**src/hdl/stq_pkg.sv**
```systemverilog
package stq_pkg;

  // Default number of queue slots.
  localparam int unsigned SLOTS_DEF = 16;

  // One tick hands out at most this many expiries.
  localparam int unsigned MAX_RESULTS = 16;
  localparam int unsigned KW = $clog2(MAX_RESULTS + 1);

  localparam logic [63:0] DEADLINE_MAX = '1;

  typedef enum logic [1:0] {
    OP_TICK   = 2'd0,
    OP_ADD    = 2'd1,
    OP_CANCEL = 2'd2
  } op_e;

  typedef enum logic [2:0] {
    KIND_ADDED     = 3'd0,
    KIND_FULL      = 3'd1,
    KIND_CANCELLED = 3'd2,
    KIND_NOT_FOUND = 3'd3,
    KIND_EXPIRED   = 3'd4,
    KIND_NONE      = 3'd5
  } kind_e;

  typedef enum logic [3:0] {
    ST_IDLE,
    ST_TICK_RD,
    ST_TICK_CMP,
    ST_SCAN_RD,
    ST_SCAN_CMP,
    ST_DN_RD,
    ST_DN_WR,
    ST_UP_RD,
    ST_UP_WR,
    ST_INS_WR
  } state_e;

  typedef struct packed {
    logic [1:0]  op;
    logic [15:0] tag;
    logic [30:0] interval;
  } in_t;

  typedef struct packed {
    kind_e       kind;
    logic [15:0] tag_out;
    logic        last;
  } res_t;

  typedef struct packed {
    logic [63:0] deadline;
    logic [15:0] tag;
  } entry_t;

endpackage

```
**src/hdl/sorted_timeout_queue.sv**
```systemverilog
// Sorted timeout queue: a table of SLOTS timeouts held in deadline order.
// A command is transferred at a rising edge with start_i high and busy_o
// low; in_i carries op, tag and interval. A tick advances the 64-bit tick
// counter and reports, in queue order, the tag of each entry whose deadline
// has been reached (at most 16 per tick), or one "nothing expired" result.
// An add queues tag at deadline counter plus interval (saturating) behind
// all equal or earlier deadlines, or reports the table full. A cancel
// removes the first entry carrying tag, or reports it not found. Op 3 is
// taken and ignored.
// Each result is shown on res_o for exactly one cycle with res_valid_o high;
// res_o.last marks the final result of a command. The receiver cannot stall,
// so results never back up. Entries live in a single-port-write, registered-
// read RAM; each scan step is a read state then a compare state, and each
// entry move a read state then a write state. busy_o is high throughout a
// command; a full-table add and op 3 leave it low and their result, if any,
// shows in the cycle after the command is taken.
// Reset clears the tick counter and empties the queue at once; no RAM
// clearing pass is needed because the fill count guards every read.
module sorted_timeout_queue
  import stq_pkg::*;
#(
  parameter int unsigned SLOTS = SLOTS_DEF
) (
  input  logic clk_i,
  input  logic rst_ni,
  input  logic start_i,
  output logic busy_o,
  input  in_t  in_i,
  output logic res_valid_o,
  output res_t res_o
);

  localparam int unsigned AW = $clog2(SLOTS);
  localparam int unsigned CW = $clog2(SLOTS + 1);

  state_e          state_q, state_d;
  logic [CW-1:0]   cnt_q, cnt_d;
  logic [CW-1:0]   idx_q, idx_d;
  logic [CW-1:0]   pos_q, pos_d;
  logic [KW-1:0]   k_q, k_d;
  logic            pend_q, pend_d;
  logic [15:0]     pend_tag_q, pend_tag_d;
  logic [63:0]     tick_q, tick_d;
  logic [1:0]      op_q, op_d;
  logic [15:0]     tag_q, tag_d;
  logic [63:0]     dl_q, dl_d;
  logic            res_valid_q, res_valid_d;
  res_t            res_q, res_d;

  logic            ram_we;
  logic [AW-1:0]   ram_waddr;
  logic [AW-1:0]   ram_raddr;
  entry_t          ram_wdata;
  entry_t          ram_rdata;

  logic [64:0]     dl_sum;
  logic [CW-1:0]   idx_dec;
  logic            accept;

  stq_ram #(
    .DEPTH(SLOTS)
  ) u_ram (
    .clk_i  (clk_i),
    .we_i   (ram_we),
    .waddr_i(ram_waddr),
    .wdata_i(ram_wdata),
    .raddr_i(ram_raddr),
    .rdata_o(ram_rdata)
  );

  assign busy_o  = (state_q != ST_IDLE);
  assign accept  = start_i && !busy_o;
  assign dl_sum  = {1'b0, tick_q} + 65'(in_i.interval);
  assign idx_dec = idx_q - CW'(1);

  always_comb begin
    state_d     = state_q;
    cnt_d       = cnt_q;
    idx_d       = idx_q;
    pos_d       = pos_q;
    k_d         = k_q;
    pend_d      = pend_q;
    pend_tag_d  = pend_tag_q;
    tick_d      = tick_q;
    op_d        = op_q;
    tag_d       = tag_q;
    dl_d        = dl_q;
    res_valid_d = 1'b0;
    res_d       = res_q;
    ram_we      = 1'b0;
    ram_waddr   = idx_q[AW-1:0];
    ram_raddr   = idx_q[AW-1:0];
    ram_wdata   = ram_rdata;

    case (state_q)
      ST_IDLE: begin
        if (accept) begin
          op_d  = in_i.op;
          tag_d = in_i.tag;
          dl_d  = dl_sum[64] ? DEADLINE_MAX : dl_sum[63:0];
          idx_d = '0;
          case (in_i.op)
            OP_TICK: begin
              tick_d  = tick_q + 64'd1;
              k_d     = '0;
              pend_d  = 1'b0;
              state_d = ST_TICK_RD;
            end
            OP_ADD: begin
              if (cnt_q == CW'(SLOTS)) begin
                res_valid_d = 1'b1;
                res_d       = '{kind: KIND_FULL, tag_out: in_i.tag, last: 1'b1};
              end else begin
                state_d = ST_SCAN_RD;
              end
            end
            OP_CANCEL: begin
              state_d = ST_SCAN_RD;
            end
            default: begin
              state_d = ST_IDLE;
            end
          endcase
        end
      end

      // Look at the head of the queue unless the queue is empty or this tick
      // has already used up its expiry budget.
      ST_TICK_RD: begin
        if (cnt_q == '0 || k_q == KW'(MAX_RESULTS)) begin
          res_valid_d = 1'b1;
          res_d = pend_q ? '{kind: KIND_EXPIRED, tag_out: pend_tag_q, last: 1'b1}
                         : '{kind: KIND_NONE, tag_out: 16'd0, last: 1'b1};
          state_d = ST_IDLE;
        end else begin
          ram_raddr = '0;
          state_d   = ST_TICK_CMP;
        end
      end

      // An expiry is held back one step so that its last flag is known
      // before it is shown.
      ST_TICK_CMP: begin
        if (ram_rdata.deadline <= tick_q) begin
          if (pend_q) begin
            res_valid_d = 1'b1;
            res_d = '{kind: KIND_EXPIRED, tag_out: pend_tag_q, last: 1'b0};
          end
          pend_d     = 1'b1;
          pend_tag_d = ram_rdata.tag;
          k_d        = k_q + KW'(1);
          idx_d      = CW'(1);
          state_d    = ST_DN_RD;
        end else begin
          res_valid_d = 1'b1;
          res_d = pend_q ? '{kind: KIND_EXPIRED, tag_out: pend_tag_q, last: 1'b1}
                         : '{kind: KIND_NONE, tag_out: 16'd0, last: 1'b1};
          state_d = ST_IDLE;
        end
      end

      ST_SCAN_RD: begin
        if (idx_q >= cnt_q) begin
          if (op_q == OP_ADD) begin
            pos_d   = cnt_q;
            idx_d   = cnt_q;
            state_d = ST_UP_RD;
          end else begin
            res_valid_d = 1'b1;
            res_d   = '{kind: KIND_NOT_FOUND, tag_out: tag_q, last: 1'b1};
            state_d = ST_IDLE;
          end
        end else begin
          state_d = ST_SCAN_CMP;
        end
      end

      ST_SCAN_CMP: begin
        if (op_q == OP_ADD) begin
          if (ram_rdata.deadline > dl_q) begin
            pos_d   = idx_q;
            idx_d   = cnt_q;
            state_d = ST_UP_RD;
          end else begin
            idx_d   = idx_q + CW'(1);
            state_d = ST_SCAN_RD;
          end
        end else begin
          if (ram_rdata.tag == tag_q) begin
            res_valid_d = 1'b1;
            res_d   = '{kind: KIND_CANCELLED, tag_out: tag_q, last: 1'b1};
            idx_d   = idx_q + CW'(1);
            state_d = ST_DN_RD;
          end else begin
            idx_d   = idx_q + CW'(1);
            state_d = ST_SCAN_RD;
          end
        end
      end

      // Close a gap: move entries idx..cnt-1 one slot toward the head.
      ST_DN_RD: begin
        if (idx_q >= cnt_q) begin
          cnt_d   = cnt_q - CW'(1);
          state_d = (op_q == OP_TICK) ? ST_TICK_RD : ST_IDLE;
        end else begin
          state_d = ST_DN_WR;
        end
      end

      ST_DN_WR: begin
        ram_we    = 1'b1;
        ram_waddr = idx_dec[AW-1:0];
        idx_d     = idx_q + CW'(1);
        state_d   = ST_DN_RD;
      end

      // Open a gap at pos: move entries from the tail one slot back.
      ST_UP_RD: begin
        if (idx_q == pos_q) begin
          state_d = ST_INS_WR;
        end else begin
          ram_raddr = idx_dec[AW-1:0];
          state_d   = ST_UP_WR;
        end
      end

      ST_UP_WR: begin
        ram_we    = 1'b1;
        ram_waddr = idx_q[AW-1:0];
        idx_d     = idx_dec;
        state_d   = ST_UP_RD;
      end

      ST_INS_WR: begin
        ram_we      = 1'b1;
        ram_waddr   = pos_q[AW-1:0];
        ram_wdata   = '{deadline: dl_q, tag: tag_q};
        cnt_d       = cnt_q + CW'(1);
        res_valid_d = 1'b1;
        res_d       = '{kind: KIND_ADDED, tag_out: tag_q, last: 1'b1};
        state_d     = ST_IDLE;
      end

      default: begin
        state_d = ST_IDLE;
      end
    endcase
  end

  always_ff @(posedge clk_i or negedge rst_ni) begin
    if (!rst_ni) begin
      state_q     <= ST_IDLE;
      cnt_q       <= '0;
      k_q         <= '0;
      pend_q      <= 1'b0;
      tick_q      <= '0;
      res_valid_q <= 1'b0;
    end else begin
      state_q     <= state_d;
      cnt_q       <= cnt_d;
      k_q         <= k_d;
      pend_q      <= pend_d;
      tick_q      <= tick_d;
      res_valid_q <= res_valid_d;
    end
  end

  always_ff @(posedge clk_i) begin
    idx_q      <= idx_d;
    pos_q      <= pos_d;
    pend_tag_q <= pend_tag_d;
    op_q       <= op_d;
    tag_q      <= tag_d;
    dl_q       <= dl_d;
    res_q      <= res_d;
  end

  assign res_valid_o = res_valid_q;
  assign res_o       = res_q;

  // The fill count never runs past the table.
  assert property (@(posedge clk_i) disable iff (!rst_ni) cnt_q <= CW'(SLOTS))
    else $error("queue fill count exceeds the table size");

  // A tick never takes more expiries than its budget.
  assert property (@(posedge clk_i) disable iff (!rst_ni) k_q <= KW'(MAX_RESULTS))
    else $error("expiry budget overrun");

  // The RAM is only written while a command is in progress.
  assert property (@(posedge clk_i) disable iff (!rst_ni) ram_we |-> busy_o)
    else $error("RAM write while idle");

  // A scan compares only queued entries.
  assert property (@(posedge clk_i) disable iff (!rst_ni)
    (state_q == ST_SCAN_CMP) |-> (idx_q < cnt_q))
    else $error("scan read beyond the queued entries");

  // A result follows either a command in progress or a command just taken.
  assert property (@(posedge clk_i) disable iff (!rst_ni)
    res_valid_o |-> $past(busy_o || start_i))
    else $error("result without a command");

endmodule

```
**src/hdl/stq_ram.sv**
```systemverilog
module stq_ram
  import stq_pkg::*;
#(
  parameter int unsigned DEPTH = SLOTS_DEF
) (
  input  logic                     clk_i,
  input  logic                     we_i,
  input  logic [$clog2(DEPTH)-1:0] waddr_i,
  input  entry_t                   wdata_i,
  input  logic [$clog2(DEPTH)-1:0] raddr_i,
  output entry_t                   rdata_o
);

  entry_t mem_q [DEPTH];
  entry_t rdata_q;

  // One write port and one registered read port.
  always_ff @(posedge clk_i) begin
    if (we_i) begin
      mem_q[waddr_i] <= wdata_i;
    end
    rdata_q <= mem_q[raddr_i];
  end

  assign rdata_o = rdata_q;

endmodule
```
**config.mk**
```make
export PLATFORM = sky130hd
export DESIGN_NAME = sorted_timeout_queue
export DESIGN_NICKNAME = d
export VERILOG_FILES = /design/src/hdl/stq_pkg.sv /design/src/hdl/sorted_timeout_queue.sv /design/src/hdl/stq_ram.sv
export SDC_FILE = /design/constraint.sdc
export NUM_CORES = 2
export LEC_CHECK = 0
export BUFFER_PORTS_ARGS = -buffer_cell sky130_fd_sc_hd__buf_4
export CAP_MARGIN = 0
export CORE_MARGIN = 2
export CORE_UTILIZATION = 49
export CTS_BUF_LIST = sky130_fd_sc_hd__clkbuf_2
export DETAILED_ROUTE_END_ITERATION = 10
export PLACE_DENSITY = 0.67
export SYNTH_ARGS = -nofsm -noshare
export SYNTH_HDL_FRONTEND = slang
export SYNTH_SLANG_ARGS = --single-unit
```
**constraint.sdc**
```tcl
create_clock -name clk_i -period 7.8 [get_ports clk_i]
set_clock_uncertainty 0.15 [all_clocks]
set_input_delay 0.39 -clock clk_i [delete_from_list [all_inputs] [get_ports clk_i]]
set_output_delay 0.39 -clock clk_i [all_outputs]
set_load 0.03 [all_outputs]
```
* Word level (Yosys, flattened, before mapping)
Memory sizes are Yosys's and may differ from the RTL's. A register that Yosys moved wholly into a read port is not among the register bits.
Index checks and enable logic that the tools add are counted.
** Word-level totals
- Register bits after elaboration :: 208
- Bits in writable memories :: 1280
- Input bits :: 52
- Output and inout port bits :: 22
- Word-level logic and storage cells :: 146
- Memories kept :: 1
** Cells by class
- Add/sub/neg operators :: 7
- $lt $le $gt $ge :: 3
- Equality and inequality tests :: 32
- Mux-type cells :: 65
- Reductions and logical operators :: 23
** Memory list
- u_ram.mem_q :: depth 16, width 80, read ports 1, clocked after Yosys merged registers in 1, write ports 1, line stq_ram.sv:14 : entry_t mem_q [DEPTH];
** Operators with widths (count)
- 20-bit two-way mux :: 10
- 20-bit case mux with 6 select lines :: 1
- 80-bit two-way mux :: 1
- 64-bit by 31-bit adder with 65-bit output :: 1
- 64-bit by 1-bit adder with 64-bit output, second input constant :: 1
- 64-bit greater-than comparator :: 1
- 64-bit less-or-equal comparator :: 1
- 5-bit two-way mux :: 12
- 4-bit case mux with 9 select lines :: 1
- 5-bit case mux with 2 select lines :: 3
- 5-bit case mux with 6 select lines :: 1
- 4-bit two-way mux :: 6
- 2-bit inequality test, second input constant :: 12
- 1-bit two-way mux :: 18
- 18-bit two-way mux :: 1
- 16-bit == test :: 1
- 4-bit by 3-bit == test with 1-bit output, second input constant :: 4
- 4-bit case mux with 2 select lines :: 2
- 5-bit by 1-bit adder with 5-bit output, second input constant :: 3
- 3-bit two-way mux :: 5
- 4-bit case mux with 3 select lines :: 1
- 6-bit nonzero test :: 2
- 5-bit == test, second input constant :: 2
- 10-bit AND reduction :: 1
- 26 further kinds :: 39

* Longest topological paths before layout
- Depth after elaboration :: 5
- Gate-level depth with buffers :: 15
- Gate-level depth less buffers :: 13

* Cells and area by module
A second synthesis with hierarchy kept.
** Unflattened totals
- Cells, all modules :: 3743
- Area total of the unflattened synthesis :: 64869.7 um^2
** By module, submodules not included
- stq_ram :: times used 1, cells an instance 2054, area an instance 49422.4 um^2, seq. area each 40038.4 um^2
- sorted_timeout_queue :: times used 1, cells an instance 1689, area an instance 15447.3 um^2, seq. area each 5845.6 um^2

* Least setup slack after synthesis
OpenSTA, ideal clock, no wires.
- Path type :: reg2reg
- Start point :: reg state_q[1]
- End point :: mem u_ram.mem_q[10][0] in the netlist's numbering, enable pin
- Setup time :: 519 ps
- Arrival time :: 5516 ps
- Required time :: 7131 ps
- Path slack :: 1615 ps
- Stages on the path, launching flop included :: 9
- Path buffers :: 1
- Period minus slack after synthesis :: 6185 ps
- Path through :: dfrtp_1 clkbuf_1 nand2b_1 nor3_1 nor2_1 o21bai_1 a221oi_1 nand2_1 nor2_1
** On the way
- Word-level cells in the longest chain between the ends :: 5
** Ends and longest elaborated chain
- from (decl) :: line sorted_timeout_queue.sv:36 : state_e state_q, state_d;
- from (signal assigned) :: line sorted_timeout_queue.sv:260 : state_q <= state_d;
- 4-bit == test or 4-bit by 3-bit == test with 1-bit output (tied branches) :: line sorted_timeout_queue.sv:95 : case (state_q)
- 3-bit OR reduction (no line)
- 1-bit two-way mux :: line sorted_timeout_queue.sv:95
- 1-bit two-way mux :: line stq_ram.sv:19 : if (we_i) begin
- 1-bit two-way mux (not written as such) :: line stq_ram.sv:20 : mem_q[waddr_i] <= wdata_i;
- to (decl) :: line stq_ram.sv:14
Several ways; a longest one is shown, not always the timed one.

==> metrics.txt <==
Req. time, crit path=9.23 ns; instance count on the critical path=13; total track usage=23.1%; area added between synthesis and finish=12.4%; GRT overflow=0; CP bufs+invs=3; drt pass-1 iters=5; Setup CP Type=register to register; Post-Synthesis Cells=4479; YS warnings=0; Yosys reg bits=1568; Post-Syn Area=66700 sq um; Cell Count, Final, Fillers Out=7138; Die Footprint=139000 sq um; CP Launch Point=tick_q[31]; WL/cell=22.7 um; fmax=0.191 GHz; Clock Sink Count=1568; status=finished, final reports clean; setup TNS=0 ns; most frequent cells in the layout=edfxtp_1, nand2_1, clkbuf_2, mux2i_1, ha_1; Seq/Total Area, Yosys=68.8%; leakage=27.6 nW; P_int=16.9 mW; vias per cell=5.63; Worst Setup EP=res_o[7]; total power=26.5 mW; Final setup viols=0; part of the power in registers=43.2%; largest net degree at the start of global routing=142; flop-to-flop setup slack=2.56 ns; initial core utilization=49.3%; Worst path top cell family by delay=compound AO/OA/AOI/OAI gates; Psw=9.60 mW; Root Driver=clkbuf_2; Chip Width=373 um; Period minus WS final=5.24 ns; clk buf depth=4; layout cells sized above 1=17.8%; first-pass GRT wire length=245000 um; RSZ-0062 raised after global routing=false; number of post-CTS setup repair buffers=0; Placer Congestion=0.913; worst slew pin tran=1.24 ns; Hold Crit Class=register to register; crit path max fanout=23; hold path depth=0; Final Max Slew Viols=0; CTS HTree Levels=5; Residual DRC=0; EDFF count, synth=1408; crit path launch type=register; Async SR Flop Fraction=5.10%; number of global-route vias before repair=40654; CP arrival=6.67 ns; commonest non-fill, non-tap cell in the layout=edfxtp_1; DRT iter0 DRCs=3816; core area=135000 sq um; CP max-delay cell=o32ai_1; crit-path cells=inv_1 -> ha_1 -> a21o_1 -> a211oi_1 -> o21ai_0 -> o32ai_1 -> a211oi_1 -> buf_4 -> nor2_1 -> nand2_1 -> inv_2 -> a21o_1 -> a221o_1; Place WS=2.57 ns; final period utilization=67.2%; Die Ht=373 um; clock slew at reported path FFs=0.11 ns; Net Sw Frac=36.3%; syn nets=4708; final setup margin=2.56 ns; Netlist cell types=83; initial antenna violation count=2; routed vias=40203; I/O Buffers=73; Slew HR=17.2%; Final Hold Fails=0; number of I/O pins=74; fin util=55.4%; Logic pwr share=36.2%; final WL=162000 um; Synth Flop Type=edfxtp_1; IR drop worst, VDD=0.380 mV; DP Cell Count=6250; RR Endpoint=res_o[7]; maxcap violations=0; ANT nets after route=0; worst r2r src=tick_q[31]; worst r2r path cells=13; worst stage delay on the critical path=0.85 ns; Post-Syn Area per Cell=14.9 sq um; fillers=10883; nets=5266; TritonCTS clock tree=built; total CTS buffers=394; Worst Setup End Kind=register; Worst-Skew Late Latency=1.77 ns; Detailed Place HPWL=88900 um; Clk pwr share=20.6%; row count=135; Power per Cell Area=353 nW/um^2
==> kinds of logic after synthesis <==
logic type | Yosys count | synth area share [%]
and+or+nand+nor | 1131 | 7.80
AOI/OAI and AO/OA | 554 | 5.89
adders and majority gates | 177 | 3.34
DFF | 1568 | 68.8
buffers and inverters | 351 | 2.45
muxes | 565 | 9.98
xor gates and xnor gates | 133 | 1.75
==> how the worst min path moves through the flow <==
stage / startpoint / end / slack [ns]
floorplan: rst_ni / cnt_q[0] / -0.06
global placement: rst_ni / cnt_q[2] / 0.24
detailed placement: rst_ni / cnt_q[1] / 0.23
CTS: in_i[1] / dl_q[1] / 0.07
global route: in_i[1] / dl_q[1] / 0.20
finish: u_ram.rdata_o[4] / pend_tag_q[4] / 0.33
==> layout make-up <==
| cell class | instances | area [sq um] | area share [%] |
|---|---|---|---|
| Timing Repair Buffer | 357 | 3320 | 4.43 |
| Inverter | 156 | 588 | 0.784 |
| Sequential cell | 1568 | 45900 | 61.2 |
| Multi-Input combinational cell | 2560 | 19400 | 25.8 |
| Tap cell | 1781 | 2230 | 2.97 |
| Clock buffer | 601 | 3010 | 4.01 |
| Antenna cell | 5 | 12.5 | 0.0167 |
| Clock inverter | 110 | 567 | 0.756 |
==> cells in the mapped netlist, types with 5 or more instances <==
cell      count  area (sq um)
nor4_1       15          93.8
o21ai_0     127           636
ha_1        175          2190
a211oi_1     15           113
dfxtp_1      80          1600
a21o_1       49           368
nor2b_1      32           200
o31ai_1       9          67.6
nor3_1       42           210
clkbuf_1     95           357
a221o_1      19           190
inv_1       154           578
dfrtp_1      80          2000
or3_1        11          68.8
edfxtp_1   1408         42300
nor3_2        7          70.1
buf_1         8          30.0
buf_2        40           200
o21a_1        8          60.1
nand2b_1     14          87.6
nand4_1      53           332
nand3_1      46           230
o22ai_1       6          37.5
nand2_1     660          2480
xnor2_1      97           850
xor2_1       36           315
buf_4        33           248
or4_1         5          37.5
mux2i_1     484          4840
nor2_1      105           394
a32oi_1     161          1410
a21oi_1      88           440
a221oi_1      9          78.8
or2_2         5          31.3
a31oi_1      10          62.6
and2_1       12          75.1
mux4_2       80          1800
buf_6        19           214
and3_1       99           619
==> sequential cells by signal, indices dropped and copies added, names as in the netlist, 16 cells and up <==
signal and flops:
dl_q 64, pend_tag_q 16, u_ram.rdata_o 80, tick_q 64, res_o 20, u_ram.mem_q 1280
tag_q 16
==> routing by layer <==
metal  vias up  wire length (um)  global-route usage (%)
li1      18516                 -                       -
met1     20029             68800                    30.7
met2      1409             79700                    38.3
met3       249             10300                    4.34
met4         0              3350                    7.75
met5         -                 0                       0
==> power by group through the flow <==
stage          sequential (mW)  combinational (mW)  clock (mW)
3_5_place_dp              11.6                9.46           0
4_1_cts                   11.4                9.61        5.61
3_3_place_gp              11.6                9.28           0
6_report                  11.4                9.60        5.45
5_1_grt                   11.5                10.4        6.04
2_1_floorplan             11.5                6.75           0
==> per-stage QoR <==
| step | cell area (sq um) | hold slack, ns |
|---|---|---|
| 6_report | 75000 | 0.327 |
| 5_1_grt | 75000 | 0.199 |
| 4_1_cts | 75000 | 0.0671 |
| 3_5_place_dp | 69700 | 0.232 |
| 3_3_place_gp | 69700 | 0.238 |
| 2_1_floorplan | 66700 | -0.0556 |
==> timing repair <==
item / CTS / global route
hold buffers: 172 / 0
endpoints found under the hold margin: 338 / 0
resized for setup: 0 / 0
Power figures use the tool's default switching activity.
